**config.mk**
```make
export PLATFORM = sky130hd
export DESIGN_NAME = lif_neuron_step_flat
export DESIGN_NICKNAME = d
export VERILOG_FILES = /design/src/hdl/lif_pkg.sv /design/src/hdl/lif_if.sv /design/src/hdl/lif_cfg_regs.sv /design/src/hdl/lif_neuron_step.sv /design/src/flat_wrapper.sv
export SDC_FILE = /design/constraint.sdc
export NUM_CORES = 2
export LEC_CHECK = 0
export ABC_AREA = 1
export BUFFER_PORTS_ARGS = -buffer_cell sky130_fd_sc_hd__buf_4
export CAP_MARGIN = 20
export CORE_MARGIN = 2
export CORE_UTILIZATION = 25
export DETAILED_ROUTE_END_ITERATION = 7
export PLACE_DENSITY = 0.37
export SLEW_MARGIN = 20
export SYNTH_ARGS = -nofsm -noshare
export SYNTH_HDL_FRONTEND = slang
export SYNTH_SLANG_ARGS = --single-unit
```
**constraint.sdc**
```tcl
create_clock -name clk -period 8.5 [get_ports clk]
set_input_delay 0.425 -clock clk [delete_from_list [all_inputs] [get_ports clk]]
set_output_delay 0.425 -clock clk [all_outputs]
set_load 0.01 [all_outputs]
```
**src/hdl/lif_pkg.sv**
```systemverilog
// Shared types, constants and register codes of the leaky integrate-and-fire neuron.
package lif_pkg;

  localparam int unsigned VOLT_W  = 24;
  localparam int unsigned CUR_W   = 23;
  localparam int unsigned FRAC_W  = 16;
  localparam int unsigned FACT_W  = 17;
  localparam int unsigned CFG_IDX_W  = 3;
  localparam int unsigned CFG_DATA_W = 24;
  localparam int unsigned DRIVE_W = 48;
  localparam int unsigned LEAK_W  = 42;
  localparam int unsigned ACC_W   = 49;
  localparam int unsigned DPROD_W = CUR_W + FACT_W;

  localparam logic [FACT_W-1:0]        ONE_Q16 = 17'd65536;
  localparam logic signed [VOLT_W-1:0] V_MAX   = 24'sh7FFFFF;
  localparam logic signed [VOLT_W-1:0] V_MIN   = 24'sh800000;
  localparam logic [CUR_W-1:0]         I_MAX   = 23'h7FFFFF;

  localparam logic [FACT_W-1:0]        RST_MEMBRANE_RATE   = 17'd6554;
  localparam logic [CUR_W-1:0]         RST_DRIVE_GAIN      = 23'd6554;
  localparam logic signed [VOLT_W-1:0] RST_SPIKE_THRESHOLD = 24'sd65536;
  localparam logic signed [VOLT_W-1:0] RST_RESET_VOLTAGE   = 24'sd0;
  localparam logic [FACT_W-1:0]        RST_CURRENT_DECAY   = 17'd59299;

  typedef enum logic [CFG_IDX_W-1:0] {
    CFG_MEMBRANE_RATE   = 3'd0,
    CFG_DRIVE_GAIN      = 3'd1,
    CFG_SPIKE_THRESHOLD = 3'd2,
    CFG_RESET_VOLTAGE   = 3'd3,
    CFG_CURRENT_DECAY   = 3'd4
  } cfg_idx_t;

  typedef struct packed {
    logic [FACT_W-1:0]        membrane_rate;
    logic [CUR_W-1:0]         drive_gain;
    logic signed [VOLT_W-1:0] spike_threshold;
    logic signed [VOLT_W-1:0] reset_voltage;
    logic [FACT_W-1:0]        current_decay;
  } cfg_t;

endpackage

```
**src/hdl/lif_if.sv**
```systemverilog
// Request channel interfaces for the neuron input, result and configuration ports.
interface lif_in_if;
  logic                              valid;
  logic                              ready;
  logic signed [lif_pkg::VOLT_W-1:0] input_sum;

  modport source (output valid, output input_sum, input ready);
  modport sink   (input valid, input input_sum, output ready);
endinterface

interface lif_out_if;
  logic                              valid;
  logic                              ready;
  logic                              spiked;
  logic [lif_pkg::CUR_W-1:0]         output_current;
  logic signed [lif_pkg::VOLT_W-1:0] membrane_level;

  modport source (output valid, output spiked, output output_current,
                  output membrane_level, input ready);
  modport sink   (input valid, input spiked, input output_current,
                  input membrane_level, output ready);
endinterface

interface lif_cfg_if;
  logic                                valid;
  logic                                ready;
  logic [lif_pkg::CFG_IDX_W-1:0]       index;
  logic [lif_pkg::CFG_DATA_W-1:0]      data;

  modport source (output valid, output index, output data, input ready);
  modport sink   (input valid, input index, input data, output ready);
endinterface

```
**src/hdl/lif_cfg_regs.sv**
```systemverilog
// Configuration register file of the neuron with clamping of the unity factors.
module lif_cfg_regs (
  input  logic            clk,
  input  logic            rst_n,
  lif_cfg_if.sink         cfg_ch,
  output lif_pkg::cfg_t   cfg
);
  import lif_pkg::*;

  logic [FACT_W-1:0]        membrane_rate_r;
  logic [CUR_W-1:0]         drive_gain_r;
  logic signed [VOLT_W-1:0] spike_threshold_r;
  logic signed [VOLT_W-1:0] reset_voltage_r;
  logic [FACT_W-1:0]        current_decay_r;
  logic                     wr_en;

  assign cfg_ch.ready = 1'b1;
  assign wr_en = cfg_ch.valid && cfg_ch.ready;

  always_ff @(posedge clk) begin
    if (!rst_n) begin
      membrane_rate_r   <= RST_MEMBRANE_RATE;
      drive_gain_r      <= RST_DRIVE_GAIN;
      spike_threshold_r <= RST_SPIKE_THRESHOLD;
      reset_voltage_r   <= RST_RESET_VOLTAGE;
      current_decay_r   <= RST_CURRENT_DECAY;
    end else if (wr_en) begin
      unique case (cfg_ch.index)
        CFG_MEMBRANE_RATE:   membrane_rate_r   <= cfg_ch.data[FACT_W-1:0];
        CFG_DRIVE_GAIN:      drive_gain_r      <= cfg_ch.data[CUR_W-1:0];
        CFG_SPIKE_THRESHOLD: spike_threshold_r <= $signed(cfg_ch.data[VOLT_W-1:0]);
        CFG_RESET_VOLTAGE:   reset_voltage_r   <= $signed(cfg_ch.data[VOLT_W-1:0]);
        CFG_CURRENT_DECAY:   current_decay_r   <= cfg_ch.data[FACT_W-1:0];
        default: ;
      endcase
    end
  end

  // The rate and decay factors above one are treated as exactly one.
  always_comb begin
    cfg.membrane_rate   = (membrane_rate_r > ONE_Q16) ? ONE_Q16 : membrane_rate_r;
    cfg.drive_gain      = drive_gain_r;
    cfg.spike_threshold = spike_threshold_r;
    cfg.reset_voltage   = reset_voltage_r;
    cfg.current_decay   = (current_decay_r > ONE_Q16) ? ONE_Q16 : current_decay_r;
  end

endmodule

```
**src/hdl/lif_neuron_step.sv**
```systemverilog
// Leaky integrate-and-fire neuron advanced one time step per input request.
// Each input request carries one tick's summed input voltage in signed Q8.16 and
// produces exactly one result request holding the spike flag, the decayed output
// current and the new membrane voltage. The block is a two-stage pipeline: the
// first stage registers the input times the drive gain, the second applies the
// membrane leak, threshold test and current decay to the neuron state and loads
// the result register. A new request is accepted every cycle while results are
// taken; a request leaves the drive register once the result register is free.
// Configuration writes are accepted every cycle and must only be issued while
// the neuron idles.
module lif_neuron_step (
  input  logic       clk,
  input  logic       rst_n,
  lif_in_if.sink     in_ch,
  lif_out_if.source  out_ch,
  lif_cfg_if.sink    cfg_ch
);
  import lif_pkg::*;

  cfg_t cfg;

  logic                      a_valid_r;
  logic signed [DRIVE_W-1:0] a_drive_r;
  logic signed [DRIVE_W-1:0] a_drive_nxt;

  logic signed [VOLT_W-1:0]  membrane_r;
  logic signed [VOLT_W-1:0]  membrane_nxt;
  logic [CUR_W-1:0]          current_r;
  logic [CUR_W-1:0]          current_nxt;

  logic                      out_valid_r;
  logic                      spiked_r;

  logic                      out_free;
  logic                      advance_b;

  logic [FACT_W-1:0]         leak_fac;
  logic signed [LEAK_W-1:0]  leak_prod;
  logic signed [ACC_W-1:0]   acc;
  logic signed [VOLT_W-1:0]  v_sat;
  logic                      fired;
  logic [CUR_W:0]            cur_inc;
  logic [CUR_W-1:0]          cur_spk;
  logic [DPROD_W-1:0]        prod_keep;
  logic [DPROD_W-1:0]        prod_spk;

  lif_cfg_regs u_cfg (
    .clk    (clk),
    .rst_n  (rst_n),
    .cfg_ch (cfg_ch),
    .cfg    (cfg)
  );

  assign out_free     = !out_valid_r || out_ch.ready;
  assign advance_b    = a_valid_r && out_free;
  assign in_ch.ready  = !a_valid_r || advance_b;
  assign out_ch.valid = out_valid_r;
  assign out_ch.spiked = spiked_r;
  assign out_ch.output_current = current_r;
  assign out_ch.membrane_level = membrane_r;

  assign a_drive_nxt = $signed({1'b0, cfg.drive_gain}) * in_ch.input_sum;

  always_ff @(posedge clk) begin
    if (!rst_n) begin
      a_valid_r <= 1'b0;
    end else if (in_ch.ready) begin
      a_valid_r <= in_ch.valid;
    end
  end

  always_ff @(posedge clk) begin
    if (in_ch.valid && in_ch.ready) begin
      a_drive_r <= a_drive_nxt;
    end
  end

  // Membrane update with floor division by one in Q16 and saturation.
  always_comb begin
    leak_fac  = ONE_Q16 - cfg.membrane_rate;
    leak_prod = membrane_r * $signed({1'b0, leak_fac});
    acc = {{(ACC_W-LEAK_W){leak_prod[LEAK_W-1]}}, leak_prod}
        + {{(ACC_W-DRIVE_W){a_drive_r[DRIVE_W-1]}}, a_drive_r};
    if (acc[ACC_W-1:FRAC_W+VOLT_W-1] == '0 || acc[ACC_W-1:FRAC_W+VOLT_W-1] == '1) begin
      v_sat = acc[FRAC_W+VOLT_W-1:FRAC_W];
    end else if (acc[ACC_W-1]) begin
      v_sat = V_MIN;
    end else begin
      v_sat = V_MAX;
    end
    fired        = v_sat > cfg.spike_threshold;
    membrane_nxt = fired ? cfg.reset_voltage : v_sat;
  end

  // Both decay products are formed in parallel and the spike selects one.
  always_comb begin
    cur_inc   = {1'b0, current_r} + (CUR_W+1)'(ONE_Q16);
    cur_spk   = cur_inc[CUR_W] ? I_MAX : cur_inc[CUR_W-1:0];
    prod_keep = current_r * cfg.current_decay;
    prod_spk  = cur_spk * cfg.current_decay;
    current_nxt = fired ? prod_spk[FRAC_W+CUR_W-1:FRAC_W]
                        : prod_keep[FRAC_W+CUR_W-1:FRAC_W];
  end

  always_ff @(posedge clk) begin
    if (!rst_n) begin
      membrane_r  <= '0;
      current_r   <= '0;
      out_valid_r <= 1'b0;
    end else if (advance_b) begin
      membrane_r  <= membrane_nxt;
      current_r   <= current_nxt;
      out_valid_r <= 1'b1;
    end else if (out_ch.ready) begin
      out_valid_r <= 1'b0;
    end
  end

  always_ff @(posedge clk) begin
    if (advance_b) begin
      spiked_r <= fired;
    end
  end

endmodule

```
**src/flat_wrapper.sv**
```systemverilog
// flat-port wrapper written by rule: the top's interface ports become plain ports
module lif_neuron_step_flat import lif_pkg::*;
  (clk, rst_n, in_ch_valid, in_ch_input_sum, in_ch_ready, out_ch_valid, out_ch_spiked, out_ch_output_current, out_ch_membrane_level, out_ch_ready, cfg_ch_valid, cfg_ch_index, cfg_ch_data, cfg_ch_ready);
  lif_in_if in_ch_i ();
  lif_out_if out_ch_i ();
  lif_cfg_if cfg_ch_i ();
  input  logic clk;
  input  logic rst_n;
  input wire logic [$bits(in_ch_i.valid)-1:0] in_ch_valid;
  input wire logic [$bits(in_ch_i.input_sum)-1:0] in_ch_input_sum;
  output wire logic [$bits(in_ch_i.ready)-1:0] in_ch_ready;
  output wire logic [$bits(out_ch_i.valid)-1:0] out_ch_valid;
  output wire logic [$bits(out_ch_i.spiked)-1:0] out_ch_spiked;
  output wire logic [$bits(out_ch_i.output_current)-1:0] out_ch_output_current;
  output wire logic [$bits(out_ch_i.membrane_level)-1:0] out_ch_membrane_level;
  input wire logic [$bits(out_ch_i.ready)-1:0] out_ch_ready;
  input wire logic [$bits(cfg_ch_i.valid)-1:0] cfg_ch_valid;
  input wire logic [$bits(cfg_ch_i.index)-1:0] cfg_ch_index;
  input wire logic [$bits(cfg_ch_i.data)-1:0] cfg_ch_data;
  output wire logic [$bits(cfg_ch_i.ready)-1:0] cfg_ch_ready;
  assign in_ch_i.valid = in_ch_valid;
  assign in_ch_i.input_sum = in_ch_input_sum;
  assign in_ch_ready = in_ch_i.ready;
  assign out_ch_valid = out_ch_i.valid;
  assign out_ch_spiked = out_ch_i.spiked;
  assign out_ch_output_current = out_ch_i.output_current;
  assign out_ch_membrane_level = out_ch_i.membrane_level;
  assign out_ch_i.ready = out_ch_ready;
  assign cfg_ch_i.valid = cfg_ch_valid;
  assign cfg_ch_i.index = cfg_ch_index;
  assign cfg_ch_i.data = cfg_ch_data;
  assign cfg_ch_ready = cfg_ch_i.ready;
  lif_neuron_step u_core (.clk(clk), .rst_n(rst_n), .in_ch(in_ch_i), .out_ch(out_ch_i), .cfg_ch(cfg_ch_i));
endmodule
```
==> run summary <==
Syn Inst Count: 9079
crit path launch: u_core.u_cfg.membrane_rate_r[11]$_SDFFE_PN1P_
Rel. slew slack: 0.210
Yosys reg bits: 203
worst hold slack: 0.174 ns
max-capacitance violation count: 0
CP Launch Type: flip-flop
CTS tree: built
clk_skew: 0.0313 ns
most frequent cells after synthesis: inv_1, nand2_1, fa_1
crit end category: flip-flop
count leader, synth: inv_1
I/O pin count: 107
hold-fix buffers at CTS: 0
flop2flop setup slack: -1.36 ns
Unique masters post-synth: 57
Syn Nets: 11200
port bufs: 105
Async S/R FF share, synth: 0
final worst path period share: 1.16
Non-Filler Instances: 13300
cell taking the most area after synthesis: fa_1
clock latency on the worst-skew pair: 0.57 ns
Max stage delay on crit path: 0.58 ns
Mapped Area: 0.0706 mm²
DIE AREA: 0.286 mm²
critical path peak fanout: 12
mean number of vias per cell: 4.36
Worst Hold Class: input pin to flip-flop
Slew @ Worst Pin: 1.18 ns
predominant post-synthesis flop cell: dfxtp_1
post-route ant nets: 0
Std-Cell Rows: 195
endpoints failing setup: 48
clk slew on worst S/H paths: 0.07 ns
Area after DPL: 0.0798 mm²
Worst R2R Start: u_core.u_cfg.membrane_rate_r[11]$_SDFFE_PN1P_
hold endpoint: u_core.u_cfg.membrane_rate_r[3]$_SDFFE_PN1P_
GP Congestion: 0.873
critical path data arrival time: 10.35 ns
total CTS buffers: 20
final WL: 266 mm
failing checks: negative setup slack
Detailed Routing Iterations Pass 1: 6
Net count, final: 11700
number of DRC markers in iteration 0: 3343
worst r2r dst: u_core.out_ch.output_current[2]$_SDFFE_PN0P_
Max Slew Vio Count: 0
post-layout util: 0.297
maximum clock path buffer count: 3
DRC: 0
Hold Crit Depth: 2
Post-synth EDFFs: 49
core box area: 0.282 mm²
post-route cell area: 0.0835 mm²
grt total ovfl: 0
root buffer cell: clkbuf_16
Die Y-Extent: 535 µm
Avg Cell Area, Syn: 7.77 µm²
RSZ-0062 raised after global routing: true
f_max: 101 MHz
DR vias: 57700
Synth top area share: 0.440
H-tree depth: 1
Initial Util: 0.251
Setup WS post-layout: -1.36 ns
vias in the first global route: 62400
R2R cell count: 62
outcome: finished, violations left
Yosys warnings: 0
slowest CP cell: fa_1
Clock Sinks: 203
post-DP HPWL: 221 mm
Synth area leaders: fa_1, inv_1, nand2_1
dpl cells: 13100
most frequent CP cell: nand2_2
Crit Path Class: flip-flop to flip-flop
Final Hold Fails: 0
largest net degree at the start of global routing: 62
Final min period: 9.86 ns
register area share after synthesis: 0.0646
initial antenna violation count: 14
Area Growth Syn to Fin: 18.3%
Total GRT Usage: 0.187
wire per inst: 20.0 µm
fillers: 30800
Crit path required time: 8.98 ns
first-pass GRT wire length: 402 mm
Die Width: 535 µm
hold path start: rst_n
share of post-route cells with drive strength above 1: 0.143
==> area by class of cell <==
type / count / area [µm²] / share of cell area
antenna: 2 / 5.00 / 0.0000599
inverter: 2607 / 9840 / 0.118
clock buffer: 30 / 558 / 0.00668
tap: 3743 / 4680 / 0.0561
multi-input combinational: 5901 / 56800 / 0.681
sequential: 203 / 4570 / 0.0547
clock inverter: 6 / 131 / 0.00157
timing repair buffer: 763 / 6860 / 0.0822
==> critical path, delay by kind of cell (launching register included) <==
family,cells,cell delay [ns]
adders and majority gates,9,3.79
and+or+nand+nor,36,3.73
buffers and inverters,14,1.54
AOI/OAI and AO/OA,3,0.37
DFF,1,0.32
==> metal layers <==
metal	vias to the layer above	GRT usage	routed length, µm
met5	-	0	0
met4	0	0.0233	3610
met3	146	0.00891	8790
met2	1078	0.316	126000
met1	29700	0.269	127000
li1	26800	-	-
==> through the flow <==
step	setup TNS (ns)	setup WS [ns]
2_1_floorplan	-8.95	-0.220
3_3_place_gp	-84.10	-1.81
3_5_place_dp	-89.25	-1.97
4_1_cts	-57.33	-1.25
5_1_grt	-86.60	-1.88
6_report	-62.09	-1.36
==> state kept, by name, indices dropped and copies added (netlist names), 17 cells and up <==
name and count:
u_core.out_ch.output_current 23, u_core.u_cfg.reset_voltage_r 24, u_core.u_cfg.current_decay_r 17, u_core.u_cfg.membrane_rate_r 17, u_core.out_ch.membrane_level 24, u_core.u_cfg.spike_threshold_r 24
u_core.u_cfg.drive_gain_r 23, u_core.a_drive_r 48
==> logic make-up after synthesis <==
| group | count (synthesis) | share of synthesized area |
|---|---|---|
| and+or+nand+nor | 3031 | 0.171 |
| buffers and inverters | 2977 | 0.160 |
| adders and majority gates | 2109 | 0.539 |
| AOI/OAI and AO/OA | 638 | 0.0500 |
| DFF | 203 | 0.0646 |
| xor gates and xnor gates | 120 | 0.0150 |
| other | 1 | 0.0000532 |
==> how the worst max path moves through the flow <==
stage / to / slack [ns] / cells after the start
6_report: u_core.out_ch.output_current[2]$_SDFFE_PN0P_ / -1.36 / 62
5_1_grt: u_core.out_ch.output_current[2]$_SDFFE_PN0P_ / -1.88 / 64
4_1_cts: u_core.out_ch.membrane_level[22]$_SDFFE_PN0P_ / -1.25 / 63
3_5_place_dp: u_core.out_ch.output_current[4]$_SDFFE_PN0P_ / -1.97 / 52
3_3_place_gp: u_core.out_ch.output_current[14]$_SDFFE_PN0P_ / -1.81 / 53
2_1_floorplan: u_core.out_ch.output_current[11]$_SDFFE_PN0P_ / -0.22 / 65
==> timing repair <==
action | 4_1_cts | 5_1_grt
pin swaps | 72 | 117
setup buffers | 36 | 33
gates resized for setup | 321 | 208
endpoints found under the setup margin | 48 | 48
cloned | 12 | 1
==> cell usage in the layout, fill, tap and decap left out, drive strengths merged, types with 2 or more instances in the layout <==
cell	Yosys	routed
a211oi	2	2
a21boi	2	2
a21o	9	9
a21oi	303	303
a31o	3	3
a31oi	29	29
and2	5	5
and3	4	4
buf	41	760
bufbuf	0	2
bufinv	0	3
clkbuf	329	31
clkinv	27	32
clkinvlp	0	4
dfxtp	154	154
diode	0	2
edfxtp	49	49
fa	1551	1551
ha	558	558
inv	2580	2574
nand2	2087	2089
nand3	140	140
nand3b	6	6
nand4	30	30
nor2	702	702
nor3	18	18
nor4	11	11
o2111ai	3	3
o211ai	31	31
o21a	17	17
o21ai	219	219
o21bai	13	13
o221ai	3	3
o31ai	2	2
or2	25	25
xnor2	53	53
xor2	67	67
Power is left out: the tool's default activity adds up to more than one toggle a clock period on the data nets, which glitch-free logic cannot reach.
